`src/sv/tdf_pkg.sv`:
```
// ----------------------------------------------------------------------------
// tdf_pkg
// shared constants and controller/datapath interface types for the factorizer
// ----------------------------------------------------------------------------
package tdf_pkg;

  localparam int POS_W              = 5;
  localparam int MAX_RESULTS        = 30;
  localparam int FIRST_EVEN_FACTOR  = 2;
  localparam int FIRST_ODD_DIVISOR  = 3;

  typedef logic [POS_W-1:0] pos_t;

  // commands from controller to datapath
  typedef struct packed {
    logic load;        // take a new number, reset count and divisor
    logic emit_none;   // result for zero or one
    logic emit_two;    // emit factor two, halve the remainder
    logic emit_div;    // emit trial divisor, remainder takes the quotient
    logic emit_final;  // emit the leftover remainder as last factor
    logic div_start;   // start remainder / divisor
    logic step;        // next odd divisor
  } tdf_cmd_t;

  // status from datapath to controller
  typedef struct packed {
    logic rem_lt2;     // remainder is zero or one
    logic rem_odd;
    logic sq_le_rem;   // divisor squared fits under remainder
    logic div_done;
    logic div_zero;    // division left no remainder
    logic last_two;    // an emitted two would close the item
    logic last_div;    // an emitted divisor would close the item
    logic out_free;    // output register can take a result this cycle
  } tdf_sts_t;

endpackage

```
`src/sv/tdf_div.sv`:
```
// ----------------------------------------------------------------------------
// tdf_div
// restoring divider, one quotient bit per cycle
// ----------------------------------------------------------------------------
module tdf_div #(
  parameter int NW = 31,
  parameter int DW = 17
) (
  input  logic          clk,
  input  logic          rst_n,
  input  logic          start,
  input  logic [NW-1:0] dividend,
  input  logic [DW-1:0] divisor,
  output logic [NW-1:0] quot,
  output logic          rmd_zero,
  output logic          done
);

  localparam int CW = $clog2(NW + 1);

  logic [NW-1:0] q_r;
  logic [DW:0]   p_r;
  logic [CW-1:0] cnt_r;
  logic          busy_r;
  logic          done_r;

  logic [DW:0] p_sh;
  logic        ge;
  logic [DW:0] p_nxt;

  always_comb begin
    p_sh  = {p_r[DW-1:0], q_r[NW-1]};
    ge    = p_sh >= {1'b0, divisor};
    p_nxt = ge ? (p_sh - {1'b0, divisor}) : p_sh;
  end

  always_ff @(posedge clk) begin
    if (!rst_n) begin
      busy_r <= 1'b0;
      done_r <= 1'b0;
      cnt_r  <= '0;
    end else begin
      done_r <= busy_r && (cnt_r == CW'(1));
      if (start) begin
        busy_r <= 1'b1;
        cnt_r  <= CW'(NW);
      end else if (busy_r) begin
        cnt_r <= cnt_r - CW'(1);
        if (cnt_r == CW'(1)) begin
          busy_r <= 1'b0;
        end
      end
    end
  end

  always_ff @(posedge clk) begin
    if (start) begin
      q_r <= dividend;
      p_r <= '0;
    end else if (busy_r) begin
      q_r <= {q_r[NW-2:0], ge};
      p_r <= p_nxt;
    end
  end

  assign quot     = q_r;
  assign rmd_zero = (p_r == '0);
  assign done     = done_r;

endmodule

```
`src/sv/tdf_dpath.sv`:
```
// ----------------------------------------------------------------------------
// tdf_dpath
// remainder, divisor, square and count registers, divider and result register
// ----------------------------------------------------------------------------
module tdf_dpath
  import tdf_pkg::*;
#(
  parameter int NW = 31,
  parameter int DW = 17
) (
  input  logic          clk,
  input  logic          rst_n,
  input  tdf_cmd_t      cmd,
  output tdf_sts_t      sts,
  input  logic [NW-1:0] number,
  input  logic          out_stall,
  output logic          out_valid,
  output logic [NW-1:0] out_factor,
  output pos_t          out_position,
  output logic          out_has_factor,
  output logic          out_last_factor
);

  localparam int SW = 2 * DW;

  logic [NW-1:0] rem_r;
  logic [DW-1:0] d_r;
  logic [SW-1:0] sq_r;
  pos_t          cnt_r;

  logic          out_valid_r;
  logic [NW-1:0] factor_r;
  pos_t          position_r;
  logic          has_r;
  logic          last_r;

  logic [NW-1:0] quot;
  logic          rmd_zero;
  logic          div_done;
  logic          cnt_max;

  tdf_div #(.NW(NW), .DW(DW)) u_div (
    .clk      (clk),
    .rst_n    (rst_n),
    .start    (cmd.div_start),
    .dividend (rem_r),
    .divisor  (d_r),
    .quot     (quot),
    .rmd_zero (rmd_zero),
    .done     (div_done)
  );

  assign cnt_max = (cnt_r == POS_W'(MAX_RESULTS - 1));

  always_comb begin
    sts.rem_lt2   = rem_r < NW'(2);
    sts.rem_odd   = rem_r[0];
    sts.sq_le_rem = sq_r <= SW'(rem_r);
    sts.div_done  = div_done;
    sts.div_zero  = rmd_zero;
    sts.last_two  = ((rem_r >> 1) == NW'(1)) || cnt_max;
    sts.last_div  = (quot == NW'(1)) || cnt_max;
    sts.out_free  = !out_valid_r || !out_stall;
  end

  always_ff @(posedge clk) begin
    if (cmd.load) begin
      rem_r <= number;
      cnt_r <= '0;
      d_r   <= DW'(FIRST_ODD_DIVISOR);
      sq_r  <= SW'(FIRST_ODD_DIVISOR * FIRST_ODD_DIVISOR);
    end else begin
      if (cmd.emit_two) begin
        rem_r <= rem_r >> 1;
        cnt_r <= cnt_r + POS_W'(1);
      end
      if (cmd.emit_div) begin
        rem_r <= quot;
        cnt_r <= cnt_r + POS_W'(1);
      end
      if (cmd.step) begin
        // (d+2)^2 = d^2 + 4d + 4
        d_r  <= d_r + DW'(2);
        sq_r <= sq_r + SW'({d_r, 2'b00}) + SW'(4);
      end
    end
  end

  always_ff @(posedge clk) begin
    if (!rst_n) begin
      out_valid_r <= 1'b0;
    end else if (cmd.emit_none || cmd.emit_two || cmd.emit_div || cmd.emit_final) begin
      out_valid_r <= 1'b1;
    end else if (!out_stall) begin
      out_valid_r <= 1'b0;
    end
  end

  always_ff @(posedge clk) begin
    if (cmd.emit_none) begin
      factor_r   <= '0;
      position_r <= '0;
      has_r      <= 1'b0;
      last_r     <= 1'b1;
    end else if (cmd.emit_two) begin
      factor_r   <= NW'(FIRST_EVEN_FACTOR);
      position_r <= cnt_r + POS_W'(1);
      has_r      <= 1'b1;
      last_r     <= sts.last_two;
    end else if (cmd.emit_div) begin
      factor_r   <= {{(NW-DW){1'b0}}, d_r};
      position_r <= cnt_r + POS_W'(1);
      has_r      <= 1'b1;
      last_r     <= sts.last_div;
    end else if (cmd.emit_final) begin
      factor_r   <= rem_r;
      position_r <= cnt_r + POS_W'(1);
      has_r      <= 1'b1;
      last_r     <= 1'b1;
    end
  end

  assign out_valid       = out_valid_r;
  assign out_factor      = factor_r;
  assign out_position    = position_r;
  assign out_has_factor  = has_r;
  assign out_last_factor = last_r;

endmodule

```
`src/sv/tdf_ctrl.sv`:
```
// ----------------------------------------------------------------------------
// tdf_ctrl
// sequencing state machine for the factorizer
// ----------------------------------------------------------------------------
module tdf_ctrl
  import tdf_pkg::*;
(
  input  logic     clk,
  input  logic     rst_n,
  input  logic     in_valid,
  output logic     in_stall,
  input  tdf_sts_t sts,
  output tdf_cmd_t cmd
);

  typedef enum logic [3:0] {
    S_IDLE,
    S_START,
    S_TWOS,
    S_CHECK,
    S_DIV,
    S_DEMIT,
    S_RESTART,
    S_STEP,
    S_FINAL
  } state_t;

  state_t state_r;
  state_t state_nxt;

  always_comb begin
    cmd       = '0;
    state_nxt = state_r;
    unique case (state_r)
      S_IDLE: begin
        if (in_valid) begin
          cmd.load  = 1'b1;
          state_nxt = S_START;
        end
      end
      S_START: begin
        if (!sts.rem_lt2) begin
          state_nxt = S_TWOS;
        end else if (sts.out_free) begin
          cmd.emit_none = 1'b1;
          state_nxt     = S_IDLE;
        end
      end
      S_TWOS: begin
        if (sts.rem_odd) begin
          state_nxt = S_CHECK;
        end else if (sts.out_free) begin
          cmd.emit_two = 1'b1;
          if (sts.last_two) begin
            state_nxt = S_IDLE;
          end
        end
      end
      S_CHECK: begin
        if (sts.sq_le_rem) begin
          cmd.div_start = 1'b1;
          state_nxt     = S_DIV;
        end else begin
          state_nxt = S_FINAL;
        end
      end
      S_DIV: begin
        if (sts.div_done) begin
          state_nxt = sts.div_zero ? S_DEMIT : S_STEP;
        end
      end
      S_DEMIT: begin
        if (sts.out_free) begin
          cmd.emit_div = 1'b1;
          state_nxt    = sts.last_div ? S_IDLE : S_RESTART;
        end
      end
      S_RESTART: begin
        cmd.div_start = 1'b1;
        state_nxt     = S_DIV;
      end
      S_STEP: begin
        cmd.step  = 1'b1;
        state_nxt = S_CHECK;
      end
      S_FINAL: begin
        if (sts.out_free) begin
          cmd.emit_final = 1'b1;
          state_nxt      = S_IDLE;
        end
      end
      default: begin
        state_nxt = S_IDLE;
      end
    endcase
  end

  always_ff @(posedge clk) begin
    if (!rst_n) begin
      state_r <= S_IDLE;
    end else begin
      state_r <= state_nxt;
    end
  end

  assign in_stall = (state_r != S_IDLE);

`ifndef SYNTH
  a_emit_onehot: assert property (@(posedge clk) disable iff (!rst_n)
    $onehot0({cmd.emit_none, cmd.emit_two, cmd.emit_div, cmd.emit_final}))
    else $error("more than one result emitted in a cycle");

  a_emit_free: assert property (@(posedge clk) disable iff (!rst_n)
    (cmd.emit_none || cmd.emit_two || cmd.emit_div || cmd.emit_final) |-> sts.out_free)
    else $error("result emitted while output register is held");

  a_load_busy: assert property (@(posedge clk) disable iff (!rst_n)
    cmd.load |=> in_stall)
    else $error("request taken but block did not go busy");

  a_div_wait: assert property (@(posedge clk) disable iff (!rst_n)
    cmd.div_start |=> (state_r == S_DIV) && !sts.div_done)
    else $error("division start not followed by a wait for the divider");
`endif

endmodule

```
`src/sv/trial_division_factorizer.sv`:
```
// a request of 0 or 1 gets its result from S_START once the output register is free
// twos are emitted in S_TWOS; each odd divisor runs S_CHECK, S_DIV, then S_STEP
// the shared bit-serial divider (one quotient bit a cycle) sets the pace
// worst case for 31 bits is about 23000 odd divisors
// one request at a time; in_stall is high from acceptance until the last result is loaded
// rst_n is synchronous; it clears the state machine, divider control and result valid
// ----------------------------------------------------------------------------
// trial_division_factorizer
// prime factorization by trial division, factors emitted in ascending order
// ----------------------------------------------------------------------------
module trial_division_factorizer
  import tdf_pkg::*;
#(
  parameter int NUMBER_WIDTH = 31
) (
  input  logic                    clk,
  input  logic                    rst_n,
  // request channel
  input  logic                    in_valid,
  output logic                    in_stall,
  input  logic [NUMBER_WIDTH-1:0] in_number,
  // result channel
  output logic                    out_valid,
  input  logic                    out_stall,
  output logic [NUMBER_WIDTH-1:0] out_factor,
  output logic [POS_W-1:0]        out_position,
  output logic                    out_has_factor,
  output logic                    out_last_factor
);

  // trial divisors stay at or below the square root of the remainder,
  // plus room for the step that fails the square test
  localparam int DIV_W = (NUMBER_WIDTH + 1) / 2 + 1;

  tdf_cmd_t cmd;
  tdf_sts_t sts;

  // controller: walks twos, odd divisors and the final remainder
  tdf_ctrl u_ctrl (
    .clk      (clk),
    .rst_n    (rst_n),
    .in_valid (in_valid),
    .in_stall (in_stall),
    .sts      (sts),
    .cmd      (cmd)
  );

  // datapath: remainder, divisor with its running square, divider, result register
  tdf_dpath #(
    .NW (NUMBER_WIDTH),
    .DW (DIV_W)
  ) u_dpath (
    .clk             (clk),
    .rst_n           (rst_n),
    .cmd             (cmd),
    .sts             (sts),
    .number          (in_number),
    .out_stall       (out_stall),
    .out_valid       (out_valid),
    .out_factor      (out_factor),
    .out_position    (out_position),
    .out_has_factor  (out_has_factor),
    .out_last_factor (out_last_factor)
  );

endmodule
```
`config.mk`:
```
export PLATFORM = sky130hd
export DESIGN_NAME = trial_division_factorizer
export DESIGN_NICKNAME = d
export VERILOG_FILES = /design/src/sv/tdf_pkg.sv /design/src/sv/tdf_div.sv /design/src/sv/tdf_dpath.sv /design/src/sv/tdf_ctrl.sv /design/src/sv/trial_division_factorizer.sv
export SDC_FILE = /design/constraint.sdc
export NUM_CORES = 1
export LEC_CHECK = 0
export ABC_CLOCK_PERIOD_IN_PS = 3440
export BUFFER_PORTS_ARGS = -buffer_cell sky130_fd_sc_hd__buf_2
export CAP_MARGIN = 20
export CORE_UTILIZATION = 52
export CTS_BUF_LIST = sky130_fd_sc_hd__clkbuf_4
export CTS_CLUSTER_DIAMETER = 100
export DETAILED_ROUTE_END_ITERATION = 8
export GPL_TIMING_DRIVEN = 0
export PLACE_DENSITY = 0.81
export SLEW_MARGIN = 0
export SYNTH_ARGS = -nofsm -noshare
export SYNTH_HDL_FRONTEND = slang
export SYNTH_HIERARCHICAL = 1
export SYNTH_SLANG_ARGS = --single-unit
export TNS_END_PERCENT = 100
```
`constraint.sdc`:
```
create_clock -name clk -period 3.44 [get_ports clk]
set_input_delay 0.688 -clock clk [delete_from_list [all_inputs] [get_ports clk]]
set_output_delay 0.688 -clock clk [all_outputs]
set_load 0.05 [all_outputs]
```
==> results of run 1 <==
how the worst min path moves through the flow:
stage                                  end              startpoint  slack, ns  cells past startpoint
floorplan            u_dpath/u_div/p_r[17]   u_dpath/u_div/p_r[17]       0.42                      2
global placement    u_dpath/out_has_factor  u_dpath/out_has_factor       0.45                      2
detailed placement        u_dpath/sq_r[33]        u_dpath/sq_r[33]       0.47                      2
CTS                      u_dpath/rem_r[25]           in_number[25]       0.31                      3
global route             u_dpath/rem_r[28]           in_number[28]       0.29                      3
finish                   u_dpath/rem_r[28]           in_number[28]       0.34                      3
cells in the final DEF (no fill, tap or decap), types with 21 or more instances in the layout:
master	Yosys	routed
sky130_fd_sc_hd__dfxtp_1	120	119
sky130_fd_sc_hd__nand2_1	110	110
sky130_fd_sc_hd__xnor2_1	25	25
sky130_fd_sc_hd__mux2i_1	69	69
sky130_fd_sc_hd__mux2_2	34	34
sky130_fd_sc_hd__ha_1	82	82
sky130_fd_sc_hd__nor2_1	125	124
sky130_fd_sc_hd__inv_1	63	62
sky130_fd_sc_hd__nand3_1	31	31
sky130_fd_sc_hd__clkbuf_1	40	34
sky130_fd_sc_hd__nor4_1	21	21
sky130_fd_sc_hd__nand4_1	21	21
sky130_fd_sc_hd__o21ai_0	70	68
sky130_fd_sc_hd__edfxtp_1	62	62
sky130_fd_sc_hd__buf_2	4	78
sky130_fd_sc_hd__nand2b_1	22	22
sky130_fd_sc_hd__a21oi_1	75	74
sky130_fd_sc_hd__xor2_1	25	25
power by group through the flow:
stage,logic [mW],registers [mW],clock network [mW]
floorplan,2.56,3.40,0
global placement,3.51,3.42,0
detailed placement,3.66,3.44,0
CTS,3.74,3.38,1.31
global route,4.19,3.46,1.40
finish,3.82,3.42,1.30
Yosys cell counts (20+ instances only):
master	n
sky130_fd_sc_hd__nand4_1	21
sky130_fd_sc_hd__mux2_2	34
sky130_fd_sc_hd__nand2_1	110
sky130_fd_sc_hd__a21oi_1	75
sky130_fd_sc_hd__nor3_1	20
sky130_fd_sc_hd__xor2_1	25
sky130_fd_sc_hd__inv_1	63
sky130_fd_sc_hd__mux2i_1	69
sky130_fd_sc_hd__o21ai_0	70
sky130_fd_sc_hd__nand3_1	31
sky130_fd_sc_hd__xnor2_1	25
sky130_fd_sc_hd__nand2b_1	22
sky130_fd_sc_hd__clkbuf_1	40
sky130_fd_sc_hd__nor4_1	21
sky130_fd_sc_hd__edfxtp_1	62
sky130_fd_sc_hd__ha_1	82
sky130_fd_sc_hd__dfxtp_1	120
sky130_fd_sc_hd__nor2_1	125
area by class of cell:
cell class              count  area, um^2
fillers                  1833        8646
multi-input cells         920        6355
flip-flops and latches    182        4265
repair buffers             81       455.4
well taps                 275       344.1
plain buffers              62       319.1
inverters                  63       240.2
clock inverters            14       185.2
clock buffers              18       135.1
repair inverters            1       7.507
diodes                      1       2.502
what timing repair did:
action,4_1_cts,5_1_grt
gates cloned,1,0
resized for setup,15,11
setup buffers,6,0
endpoints found under the setup margin,86,74
pin swaps,1,0
worst max-delay path: cells and delay by family, from the launching register on:
kind,cells,cell delay [ns]
fa+ha+maj,1,0.25
simple gates,2,0.17
buf+inv,4,0.73
flops,1,0.45
mux,1,0.38
compound gates,6,1.11
registers in the layout (all words and copies together), names as in the netlist, 5 cells and up:
name	cells
u_dpath/cnt_r	5
u_dpath/u_div/cnt_r	5
u_dpath/u_div/quot	31
u_dpath/rem_r	31
u_dpath/out_factor	31
u_dpath/u_div/p_r	18
u_dpath/out_position	5
u_dpath/d_r	16
u_dpath/sq_r	31
logic make-up (layout without fill, tap and decap cells):
group / Yosys count / count (layout) / share of synthesized area (%)
simple gates: 421 / 421 / 18.61
compound gates: 261 / 261 / 14.98
flops: 182 / 182 / 38.39
buf+inv: 125 / 239 / 4.776
mux: 103 / 103 / 9.665
fa+ha+maj: 84 / 84 / 9.598
xor+xnor: 50 / 50 / 3.943
other cells: 1 / 2 / 0.03376
metal layers:
layer	track usage [%]	vias up	wire length, um	share of wire [%]
met1	38.76	4754	13390	43
met5	0	-	0	0
met3	5.307	57	2453	7.9
li1	-	4647	-	-
met4	11.55	0	938	3.0
met2	45.56	490	14390	46
==> metrics.md, run 1 <==
| Metric | Value |
|---|---|
| Power density relative to cell area | 694.2 nW/um^2 |
| Detail-routed via count per cell | 6.152 |
| Count of hold-fix buffers inserted at cts | 0 |
| Initial antenna violation count | 1 |
| Via count of the routed design | 9,948 |
| Capturing point of the worst reg2reg path | u_dpath/u_div/quot[26] |
| Filler-free cell count of the finished design | 1,617 |
| Setup-violating endpoint count in the final report | 0 |
| Total number of placement rows | 53 |
| Worst min-delay path category | input port to flop |
| Final max-slew violation count | 0 |
| Final worst slack | 0.1196 ns |
| DRT Pass-1 Iters | 6 |
| Cell area after synthesis | 11,110 um^2 |
| Post-route cell area | 12,310 um^2 |
| Fin crit period | 3.320 ns |
| DP Area | 11,850 um^2 |
| Post-route clock period utilization | 96.52% |
| CP arrival | 3.72 ns |
| Max-cap violations | 0 |
| Combinational fraction of design power | 44.7% |
| Later-pin clock latency in the skew report | 0.61 ns |
| CP max stage delay | 0.45 ns |
| Core Box Area | 20,960 um^2 |
| Share of total power consumed by net switching | 45.14% |
| Fraction of registers with async set or reset after synthesis | 0% |
| Origin of the critical flop-to-flop path | u_dpath/rem_r[27] |
| FF+latch count, synth | 182 |
| Sequential cell fraction of total power | 40.0% |
| Routed wire length | 31.17 mm |
| WS Path Type | flop to flop |
| CTS Buffer Depth | 2 |
| Tot GR Track Use | 28.78% |
| Remaining global-route overflow | 0 |
| Area grow syn2layout | 10.83% |
| Run status | complete, no violations |
| Biggest area consumer among synthesized cells | sky130_fd_sc_hd__dfxtp_1 |
| Leading post-synthesis cells by cell area | sky130_fd_sc_hd__dfxtp_1 (22%), sky130_fd_sc_hd__edfxtp_1 (17%), sky130_fd_sc_hd__ha_1 (9.2%), sky130_fd_sc_hd__mux2i_1 (6.2%), sky130_fd_sc_hd__nor2_1 (4.2%) |
| Remaining max-slew budget at the tightest pin | 39.22% |
| Reported net switching power | 3.857 mW |
| Highest ir drop seen on vdd | 0.3180 mV |
| Clock tree from TritonCTS | built |
| CP required | 3.84 ns |
| Starting utilization of the core area | 53.00% |
| Total placed cells including tap cells | 1,577 |
| Internal power summed over all cells | 4.688 mW |
| Cells along the critical path | inv_1, ha_1, a21o_1, a21oi_1, nor2_1, a2111oi_4, o211ai_1, o21ai_2, buf_4, nand2_1, a21oi_4, buf_8, clkbuf_2, mux2_2 |
| Area enclosed by the die boundary | 21,950 um^2 |
| Distinct cells, synth | 72 |
| Actual transition at the worst max-transition pin | 0.9118 ns |
| Gpl congestion | 0.9120 |
| Die Width | 148.2 um |
| Capture point of the worst path | u_dpath/u_div/quot[26] |
| Leakage power of the design | 4.929 nW |
| Clock-pin transition on the worst setup and hold timing paths | 0.19 ns |
| Total power of the final layout | 8.545 mW |
| Syn_nets | 1,346 |
| Number of global-route vias before repair | 9,174 |
| Final-report hold violation count | 0 |
| Category of the worst setup path launch point | flop |
| Number of ports placed on the die boundary | 75 |
| Nets | 1,447 |
| Deepest level of the CTS H-tree | 4 |
| Cell with the largest stage delay on the worst path | sky130_fd_sc_hd__edfxtp_1 |
| Sinks on the clock net | 182 |
| Number of antenna-violating nets in the routed design | 0 |
| Fraction of the core area covered by cells at the end of the flow | 58.74% |
| Routed length per placed instance | 19.28 um |
| Share of synthesized area occupied by flip-flops and latches | 38.39% |
| Place WS | -1.280 ns |
| Post-detailed-placement half-perimeter wirelength | 23.19 mm |
| Register-to-register setup slack | 0.12 ns |
| Initial DRC count | 1,086 |
| Max Fclk | 301.2 MHz |
| Primary flip-flop cell chosen by synthesis mapping | sky130_fd_sc_hd__dfxtp_1 |
| Die outline height | 148.2 um |
| Synthesized netlist cell count | 1,227 |
| Final-layout setup total negative slack | 0 ns |
| Area fraction of the dominant cell type after synthesis | 21.63% |
| Hold_ws | 0.3436 ns |
| Count of buffers inserted at the top-level ports | 74 |
| Syn avg cell area | 9.052 um^2 |
| Depth of the most critical reg-to-reg path | 14 |
| Count of flip-flops with a built-in enable after synthesis | 62 |
| Fraction of layout instances using a drive strength above 1 | 14.54% |
| Clock network fraction of total power | 15.2% |
| Final worst clock skew | 0.02944 ns |
| First-pass GRT wire length | 48.83 mm |
| Critical path startpoint | u_dpath/rem_r[27] |
| Warnings from Yosys | 6 |
| Cts bufs inserted | 17 |
| Highest fanout seen on the critical path | 10 |
| Pin count of the biggest net entering global routing | 20 |
| DRC violation count after routing | 0 |
| Buffer cell driving the clock tree root | sky130_fd_sc_hd__clkbuf_4 |
| Nature of the critical path endpoint | flop |
No activity file was read; power rests on OpenSTA's default activity.
==> inputs of run 2 (changes only) <==
ABC_AREA = 1   (was not set)
==> run 2 against run 1 <==
Net effect: utilization decreased by 0.65 points; sequential cell count unchanged; largest cell class unchanged; non-clock buffer count decreased by 15; power increased by 8.2%; highest routed layer is now met5; sequential share of layout area decreased by 2.3 points; clock-buffer cell count unchanged; cell count increased by 32%; combinational power increased by 21%; maximum frequency increased by 2.0%; clock skew increased by 0.0083 ns; register-to-register slack improved by 0.07 ns.
==> metrics.md, run 2 <==
| Metric | Value |
|---|---|
| Crit-path most repeated cell | sky130_fd_sc_hd__nand2_1 |
| Compound-cell area share of the yosys netlist | 11.29% (was 14.98%) |
| Initial antenna violation count | 2 (was 1) |
| WS Path Type | flop to flop (unchanged) |
| DRT Pass-1 Iters | 6 (unchanged) |
| Number of ports placed on the die boundary | 75 (unchanged) |
| Clock tree from TritonCTS | built (unchanged) |
| Routed wire length | 34.22 mm (was 31.17 mm) |
| Highest ir drop seen on vdd | 0.3435 mV (was 0.3180 mV) |
| Post-route cell area | 13,190 um^2 (was 12,310 um^2) |
| Highest fanout seen on the critical path | 10 (unchanged) |
| Count of buffers inserted at the top-level ports | 74 (unchanged) |
| Gpl congestion | 0.9669 (was 0.9120) |
| Routed length per placed instance | 16.04 um (was 19.28 um) |
| Area share of and/or/nand/nor cells after synthesis | 33.61% (was 18.61%) |
| Combinational family with the most area after synthesis | simple AND/OR/NAND/NOR gates (unchanged) |
| Depth of the most critical reg-to-reg path | 15 (was 14) |
| Run status | complete, no violations (unchanged) |
| CP max stage delay | 0.58 ns (was 0.45 ns) |
| Final max-slew violation count | 0 (unchanged) |
| Leakage power of the design | 6.461 nW (was 4.929 nW) |
| CP required | 3.81 ns (was 3.84 ns) |
| Total placed cells including tap cells | 2,099 (was 1,577) |
| Core Box Area | 22,710 um^2 (was 20,960 um^2) |
| Initial DRC count | 1,037 (was 1,086) |
| Register cell area after layout | 4264 um^2 (was 4265 um^2) |
| Number of global-route vias before repair | 10.87k (was 9,174) |
| Detail-routed via count per cell | 5.563 (was 6.152) |
| Worst min-delay path category | input port to flop (unchanged) |
| Cell area after synthesis | 12,100 um^2 (was 11,110 um^2) |
| Top cell family by delay on the critical path | simple AND/OR/NAND/NOR gates (was compound AO/OA/AOI/OAI gates) |
| Max Fclk | 307.2 MHz (was 301.2 MHz) |
| Clock-pin transition on the worst setup and hold timing paths | 0.18 ns (was 0.19 ns) |
| Area share of xor/xnor cells in the synthesized design | 1.231% (was 3.943%) |
| FF+latch count, synth | 182 (unchanged) |
| Actual transition at the worst max-transition pin | 0.9042 ns (was 0.9118 ns) |
| Tot GR Track Use | 28.93% (was 28.78%) |
| Remaining max-slew budget at the tightest pin | 39.50% (was 39.22%) |
| Syn avg cell area | 6.957 um^2 (was 9.052 um^2) |
| Die Width | 154.5 um (was 148.2 um) |
| CP arrival | 3.62 ns (was 3.72 ns) |
| Adder and majority gate portion of the synthesized area | 8.812% (was 9.598%) |
| Cts bufs inserted | 17 (unchanged) |
| Fraction of registers with async set or reset after synthesis | 0% (unchanged) |
| Area fraction of the dominant cell type after synthesis | 19.86% (was 21.63%) |
| Via count of the routed design | 11.87k (was 9,948) |
| Distinct cells, synth | 52 (was 72) |
| Unrepaired setup endpoints after global routing | false |
| Die outline height | 154.5 um (was 148.2 um) |
| Cell with the largest stage delay on the worst path | sky130_fd_sc_hd__edfxtp_1 (unchanged) |
| DP Area | 12,850 um^2 (was 11,850 um^2) |
| Later-pin clock latency in the skew report | 0.61 ns (about the same) |
| Cells along the critical path | inv_1, ha_1, nand2_1, nor2_1, nand2_1, inv_1, a21oi_1, nand3_1, nand2_1, nand4_1, nand2_4, clkinv_2, clkbuf_1, nand2_1, nand2_1 (was inv_1, ha_1, a21o_1, a21oi_1, nor2_1, a2111oi_4, o211ai_1, o21ai_2, buf_4, nand2_1, a21oi_4, buf_8, clkbuf_2, mux2_2) |
| Remaining global-route overflow | 0 (unchanged) |
| Commonest cells after routing, fill and taps aside | sky130_fd_sc_hd__nand2_1 (528), sky130_fd_sc_hd__inv_1 (231), sky130_fd_sc_hd__nor2_1 (163), sky130_fd_sc_hd__dfxtp_1 (120), sky130_fd_sc_hd__a21oi_1 (119) (was sky130_fd_sc_hd__nor2_1 (124), sky130_fd_sc_hd__dfxtp_1 (119), sky130_fd_sc_hd__nand2_1 (110), sky130_fd_sc_hd__ha_1 (82), sky130_fd_sc_hd__buf_2 (78)) |
| Count of flip-flops with a built-in enable after synthesis | 62 (unchanged) |
| Share of synthesized area occupied by flip-flops and latches | 35.25% (was 38.39%) |
| Syn_nets | 1,858 (was 1,346) |
| Fin crit period | 3.255 ns (was 3.320 ns) |
| DRC violation count after routing | 0 (unchanged) |
| Fraction of layout instances using a drive strength above 1 | 11.74% (was 14.54%) |
| Final worst clock skew | 0.03777 ns (was 0.02944 ns) |
| Primary flip-flop cell chosen by synthesis mapping | sky130_fd_sc_hd__dfxtp_1 (unchanged) |
| Multiplexer share of the synthesized area | 0% (was 9.665%) |
| Most common cell after layout, fill and taps aside | sky130_fd_sc_hd__nand2_1 (was sky130_fd_sc_hd__nor2_1) |
| Biggest area consumer among synthesized cells | sky130_fd_sc_hd__dfxtp_1 (unchanged) |
| Max-cap violations | 0 (unchanged) |
| Nets | 1,954 (was 1,447) |
| Post-detailed-placement half-perimeter wirelength | 26.20 mm (was 23.19 mm) |
| Category of the worst setup path launch point | flop (unchanged) |
| Final-layout fill cell count | 2,115 (was 1,833) |
| Buffers plus inverters on the worst setup path | 4 (unchanged) |
| Power density relative to cell area | 700.7 nW/um^2 (was 694.2 nW/um^2) |
| Setup-violating endpoint count in the final report | 0 (unchanged) |
| Count of cell instances traversed by the critical path | 15 (was 14) |
| Cell with the most instances after synthesis | sky130_fd_sc_hd__nand2_1 (was sky130_fd_sc_hd__nor2_1) |
| CTS Buffer Depth | 2 (unchanged) |
| Sinks on the clock net | 182 (unchanged) |
| Total number of placement rows | 55 (was 53) |
| Final-report hold violation count | 0 (unchanged) |
| Post-route clock period utilization | 94.62% (was 96.52%) |
| First-pass GRT wire length | 54.40 mm (was 48.83 mm) |
| Register-to-register setup slack | 0.18 ns (was 0.12 ns) |
| Pin count of the biggest net entering global routing | 36 (was 20) |
| Number of antenna-violating nets in the routed design | 0 (unchanged) |
| Warnings from Yosys | 6 (unchanged) |
| Area enclosed by the die boundary | 23,880 um^2 (was 21,950 um^2) |
| Worst hold path stage count | 3 (unchanged) |
| Deepest level of the CTS H-tree | 4 (unchanged) |
| Area grow syn2layout | 9.039% (was 10.83%) |
| Nature of the critical path endpoint | flop (unchanged) |
| Synthesized netlist cell count | 1,739 (was 1,227) |
| Area of combinational cells with multiple inputs | 6669 um^2 (was 6355 um^2) |
| Leading post-synthesis cells by cell area | sky130_fd_sc_hd__dfxtp_1 (20%), sky130_fd_sc_hd__nand2_1 (16%), sky130_fd_sc_hd__edfxtp_1 (15%), sky130_fd_sc_hd__ha_1 (8.5%), sky130_fd_sc_hd__inv_1 (7.2%) (was sky130_fd_sc_hd__dfxtp_1 (22%), sky130_fd_sc_hd__edfxtp_1 (17%), sky130_fd_sc_hd__ha_1 (9.2%), sky130_fd_sc_hd__mux2i_1 (6.2%), sky130_fd_sc_hd__nor2_1 (4.2%)) |
| Filler-free cell count of the finished design | 2,134 (was 1,617) |
| Buffer cell driving the clock tree root | sky130_fd_sc_hd__clkbuf_4 (unchanged) |
| Starting utilization of the core area | 53.27% (was 53.00%) |
| Most instantiated cells after synthesis | sky130_fd_sc_hd__nand2_1 (530), sky130_fd_sc_hd__inv_1 (232), sky130_fd_sc_hd__nor2_1 (164) (was sky130_fd_sc_hd__nor2_1 (125), sky130_fd_sc_hd__dfxtp_1 (120), sky130_fd_sc_hd__nand2_1 (110)) |
==> run 2: worst min-delay path: stages <==
cell	delay, ns
sky130_fd_sc_hd__buf_2	0.15
sky130_fd_sc_hd__o31ai_1	0.07
sky130_fd_sc_hd__inv_1	0.04
==> run 2: worst paths after layout <==
path                            end                    from
max          u_dpath/u_div/quot[30]       u_dpath/rem_r[30]
min          u_dpath/u_div/cnt_r[2]                   rst_n
max reg2reg  u_dpath/u_div/quot[30]       u_dpath/rem_r[30]
min reg2reg  u_dpath/out_factor[30]  u_dpath/out_factor[30]
==> run 2: final cells by class <==
| type | count | area share, % |
|---|---|---|
| inverter | 243 | 6.952 |
| tap | 285 | 2.703 |
| clock buffer | 18 | 1.024 |
| timing repair buffer | 78 | 3.187 |
| clock inverter | 14 | 1.195 |
| buffer | 50 | 2.039 |
| multi-input combinational | 1263 | 50.55 |
| sequential | 182 | 32.32 |
| antenna | 1 | 0.01897 |
==> run 2: per-layer routing <==
metal  global-route usage, %  share of wire (%)  up-vias
met5                       0              0.035        -
met4                   10.61                3.0        2
met3                   5.296                8.3       78
met2                   47.58                 46      505
met1                   37.92                 43     5426
li1                        -                  -     5860
==> run 2: power by group <==
part | total [mW] | switching (mW) | internal (mW)
Combinational | 4.62 | 3.15 | 1.47
Clock | 1.23 | 0.893 | 0.342
Sequential | 3.39 | 0.482 | 2.90
Total | 9.24 | 4.52 | 4.72
==> run 2: what timing repair did <==
| item | in CTS | in global routing |
|---|---|---|
| buffers inserted | 3 | 0 |
| endpoints found under the setup margin | 73 | 74 |
| resized for setup | 4 | 6 |
| hold buffers | 0 | 0 |
==> run 2: metrics by stage <==
step / hold WS, ns / worst slack [ns] / power [mW] / setup TNS (ns) / utilization (%)
CTS: 0.3243 / 0.02627 / 9.177 / 0 / 58.03
detailed placement: 0.4491 / -0.4986 / 7.925 / -21.00 / 56.61
finish: 0.3622 / 0.1849 / 9.243 / 0 / 58.09
global route: 0.3194 / 0.02358 / 9.870 / 0 / 58.09
global placement: 0.4494 / -0.7165 / 7.780 / -28.11 / 56.47
floorplan: 0.4482 / 0.4721 / 6.696 / 0 / -
==> run 2: logic make-up after synthesis <==
logic type	Yosys count
xor gates and xnor gates	17
and+or+nand+nor	929
adders and majority gates	84
AOI/OAI and AO/OA	232
other	1
buffers and inverters	294
DFF	182
==> inputs of run 3 (changes only) <==
CAP_MARGIN = 5   (was 20)
SYNTH_HIERARCHICAL = not set   (was 1)
==> run 3 against run 2 <==
Net effect: sequential share of layout area is 1.9 points higher; critical path depth down 1; register-to-register slack hardly changed.
==> metrics.md, run 3 <==
| Metric | Value |
|---|---|
| Cell with the most instances after synthesis | sky130_fd_sc_hd__nand2_1 (unchanged) |
| Category of the worst setup path launch point | flop (unchanged) |
| Total number of placement rows | 53 (was 55) |
| Count of buffers inserted at the top-level ports | 74 (unchanged) |
| Initial DRC count | 947 (was 1,037) |
| Warnings from Yosys | 0 (was 6) |
| Initial antenna violation count | 2 (unchanged) |
| Detail-routed via count per cell | 5.661 (was 5.563) |
| Number of global-route vias before repair | 10.43k (was 10.87k) |
| Remaining max-slew budget at the tightest pin | 39.22% (was 39.50%) |
| Actual transition at the worst max-transition pin | 0.9118 ns (was 0.9042 ns) |
| Nature of the critical path endpoint | flop (unchanged) |
| Number of antenna-violating nets in the routed design | 0 (unchanged) |
| Buffer count from post-CTS setup fixing | 0 (was 3) |
| Routed length per placed instance | 16.82 um (was 16.04 um) |
| Power density relative to cell area | 721.3 nW/um^2 (was 700.7 nW/um^2) |
| Leading post-synthesis cells by cell area | sky130_fd_sc_hd__dfxtp_1 (21%), sky130_fd_sc_hd__edfxtp_1 (16%), sky130_fd_sc_hd__nand2_1 (14%), sky130_fd_sc_hd__ha_1 (9.0%), sky130_fd_sc_hd__a21oi_1 (7.1%) (was sky130_fd_sc_hd__dfxtp_1 (20%), sky130_fd_sc_hd__nand2_1 (16%), sky130_fd_sc_hd__edfxtp_1 (15%), sky130_fd_sc_hd__ha_1 (8.5%), sky130_fd_sc_hd__inv_1 (7.2%)) |
| Post-route clock period utilization | 94.26% (was 94.62%) |
| Synthesized netlist cell count | 1,616 (was 1,739) |
| Area fraction of the dominant cell type after synthesis | 21.03% (was 19.86%) |
| Total power of the final layout | 8.983 mW (was 9.243 mW) |
| Cell area after synthesis | 11,420 um^2 (was 12,100 um^2) |
| WS Path Type | flop to flop (unchanged) |
| FF+latch count, synth | 182 (unchanged) |
| Highest fanout seen on the critical path | 31 (was 10) |
| CP arrival | 3.53 ns (was 3.62 ns) |
| Later-pin clock latency in the skew report | 0.65 ns (was 0.61 ns) |
| Nets | 1,829 (was 1,954) |
| Area grow syn2layout | 9.037% (was 9.039%) |
| Via count of the routed design | 11.32k (was 11.87k) |
| Syn avg cell area | 7.068 um^2 (was 6.957 um^2) |
| DRC violation count after routing | 0 (unchanged) |
| Area enclosed by the die boundary | 22,560 um^2 (was 23,880 um^2) |
| CTS Buffer Depth | 2 (unchanged) |
| Cts bufs inserted | 17 (unchanged) |
| Number of resized instances in the post-cts repair step | 1 (was 4) |
| Pin count of the biggest net entering global routing | 32 (was 36) |
| Clock tree from TritonCTS | built (unchanged) |
| Post-detailed-placement half-perimeter wirelength | 26.08 mm (was 26.20 mm) |
| Max-cap violations | 0 (unchanged) |
| Starting utilization of the core area | 53.66% (was 53.27%) |
| Primary flip-flop cell chosen by synthesis mapping | sky130_fd_sc_hd__dfxtp_1 (unchanged) |
| Most instantiated cells after synthesis | sky130_fd_sc_hd__nand2_1 (415), sky130_fd_sc_hd__inv_1 (185), sky130_fd_sc_hd__nor2_1 (182) (was sky130_fd_sc_hd__nand2_1 (530), sky130_fd_sc_hd__inv_1 (232), sky130_fd_sc_hd__nor2_1 (164)) |
| Commonest cells after routing, fill and taps aside | sky130_fd_sc_hd__nand2_1 (414), sky130_fd_sc_hd__inv_1 (185), sky130_fd_sc_hd__nor2_1 (182), sky130_fd_sc_hd__a21oi_1 (163), sky130_fd_sc_hd__dfxtp_1 (120) (was sky130_fd_sc_hd__nand2_1 (528), sky130_fd_sc_hd__inv_1 (231), sky130_fd_sc_hd__nor2_1 (163), sky130_fd_sc_hd__dfxtp_1 (120), sky130_fd_sc_hd__a21oi_1 (119)) |
| Register cell area after layout | 4264 um^2 (unchanged) |
| Highest ir drop seen on vdd | 0.5064 mV (was 0.3435 mV) |
| DP Area | 12,160 um^2 (was 12,850 um^2) |
| Most common cell after layout, fill and taps aside | sky130_fd_sc_hd__nand2_1 (unchanged) |
| Final worst clock skew | 0.04172 ns (was 0.03777 ns) |
| Share of synthesized area occupied by flip-flops and latches | 37.33% (was 35.25%) |
| Die Width | 150.2 um (was 154.5 um) |
| Count of hold-fix buffers inserted at cts | 0 (unchanged) |
| Core Box Area | 21,290 um^2 (was 22,710 um^2) |
| Post-route cell area | 12,450 um^2 (was 13,190 um^2) |
| Area of combinational cells with multiple inputs | 6171 um^2 (was 6669 um^2) |
| Clock-pin transition on the worst setup and hold timing paths | 0.19 ns (was 0.18 ns) |
| Hold_ws | 0.3186 ns (was 0.3622 ns) |
| DRT Pass-1 Iters | 5 (was 6) |
| Tot GR Track Use | 30.60% (was 28.93%) |
| First-pass GRT wire length | 52.82 mm (was 54.40 mm) |
| Max Fclk | 308.4 MHz (was 307.2 MHz) |
| Fraction of layout instances using a drive strength above 1 | 9.634% (was 11.74%) |
| Sinks on the clock net | 182 (unchanged) |
| Number of ports placed on the die boundary | 75 (unchanged) |
| Buffer cell driving the clock tree root | sky130_fd_sc_hd__clkbuf_4 (unchanged) |
| Remaining global-route overflow | 0 (unchanged) |
| Syn_nets | 1,735 (was 1,858) |
| Deepest level of the CTS H-tree | 4 (unchanged) |
| CP required | 3.72 ns (was 3.81 ns) |
| Unrepaired setup endpoints after global routing | false (unchanged) |
| Fin crit period | 3.242 ns (was 3.255 ns) |
| Worst min-delay path category | input port to flop (unchanged) |
| Depth of the most critical reg-to-reg path | 14 (was 15) |
| Final max-slew violation count | 0 (unchanged) |
| Routed wire length | 33.62 mm (was 34.22 mm) |
| Biggest area consumer among synthesized cells | sky130_fd_sc_hd__dfxtp_1 (unchanged) |
| Total placed cells including tap cells | 1,966 (was 2,099) |
| Run status | complete, no violations (unchanged) |
| Setup-violating endpoint count in the final report | 0 (unchanged) |
| Distinct cells, synth | 43 (was 52) |
| Fraction of registers with async set or reset after synthesis | 0% (unchanged) |
| Die outline height | 150.2 um (was 154.5 um) |
| Count of flip-flops with a built-in enable after synthesis | 62 (unchanged) |
| Leakage power of the design | 6.074 nW (was 6.461 nW) |
| Final-layout fill cell count | 1,978 (was 2,115) |
| Final-report hold violation count | 0 (unchanged) |
| Gpl congestion | 0.9592 (was 0.9669) |
| Filler-free cell count of the finished design | 1,999 (was 2,134) |
| Worst hold path stage count | 3 (unchanged) |
## run 3: cell types whose count changed in the layout (fill, tap and decap cells not counted), moves of 9 or more
cell	before	now
sky130_fd_sc_hd__nand2_1	528	414
sky130_fd_sc_hd__inv_1	231	185
sky130_fd_sc_hd__a21oi_1	119	163
sky130_fd_sc_hd__o21ai_0	43	76
sky130_fd_sc_hd__nand2_2	30	1
sky130_fd_sc_hd__o21ai_1	2	27
sky130_fd_sc_hd__nand3_1	102	83
sky130_fd_sc_hd__nor2_1	163	182
sky130_fd_sc_hd__o311ai_0	18	0
sky130_fd_sc_hd__o31ai_1	11	0
sky130_fd_sc_hd__a22oi_1	10	0
sky130_fd_sc_hd__a31oi_1	3	12
## run 3: per-layer routing
layer,wire length [um],global-route usage (%)
met1,14120,39.13
met2,15270,49.28
met3,2801,6.242
met4,1431,14.65
met5,0,0
## run 3: layout make-up
| cell class | count | area share (%) |
|---|---|---|
| multi-input combinational | 1183 | 49.55 |
| tap | 275 | 2.763 |
| inverter | 199 | 5.998 |
| clock buffer | 17 | 1.025 |
| buffer | 52 | 1.989 |
| timing repair buffer | 75 | 3.195 |
| clock inverter | 15 | 1.226 |
| antenna | 1 | 0.02009 |
| sequential | 182 | 34.24 |
## run 3: worst paths after layout
kind	from	to	slack (ns)
setup / recovery	u_dpath.rem_r[29]	u_dpath.u_div.quot[29]	0.20
hold / removal	rst_n	u_dpath.u_div.cnt_r[1]	0.32
setup reg to reg	u_dpath.rem_r[29]	u_dpath.u_div.quot[29]	0.20
hold reg to reg	u_dpath.out_factor[29]	u_dpath.out_factor[29]	0.47
## run 3: worst max-delay path, cell delays in order, from the launching register on
cell                       delay (ns)
sky130_fd_sc_hd__edfxtp_1        0.50
sky130_fd_sc_hd__inv_1           0.12
sky130_fd_sc_hd__ha_1            0.31
sky130_fd_sc_hd__nand2_1         0.07
sky130_fd_sc_hd__nor2_1          0.20
sky130_fd_sc_hd__inv_1           0.11
sky130_fd_sc_hd__nor3_2          0.11
sky130_fd_sc_hd__nand2_1         0.07
sky130_fd_sc_hd__nand2_1         0.06
sky130_fd_sc_hd__nor2_1          0.04
sky130_fd_sc_hd__nand2_1         0.14
sky130_fd_sc_hd__nand2_1         0.13
sky130_fd_sc_hd__a21boi_4        0.36
sky130_fd_sc_hd__buf_2           0.33
sky130_fd_sc_hd__nand2_4         0.31
## run 3: stage by stage
stage / utilization, % / TNS, ns / setup WS [ns]
2_1_floorplan: - / 0 / 0.6419
3_3_place_gp: 57.02 / -11.20 / -0.2978
3_5_place_dp: 57.14 / -11.17 / -0.3623
4_1_cts: 58.47 / 0 / 0.08894
5_1_grt: 58.51 / 0 / 0.01803
6_report: 58.51 / 0 / 0.1975
## run 3: kinds of logic after synthesis
family                     count (synthesis)  synth area share, %
and+or+nand+nor                          774                28.91
buffers and inverters                    251                8.709
DFF                                      182                37.33
AOI/OAI and AO/OA                        300                13.80
adders and majority gates                 84                9.333
xor gates and xnor gates                  25                1.917
## run 3: power by group
group / total, mW / leakage, nW / switching [mW] / internal [mW]
clock: 1.24 / 0.158 / 0.904 / 0.333
combinational: 4.32 / 4.37 / 2.94 / 1.38
sequential: 3.42 / 1.55 / 0.548 / 2.88
total: 8.98 / 6.07 / 4.39 / 4.59
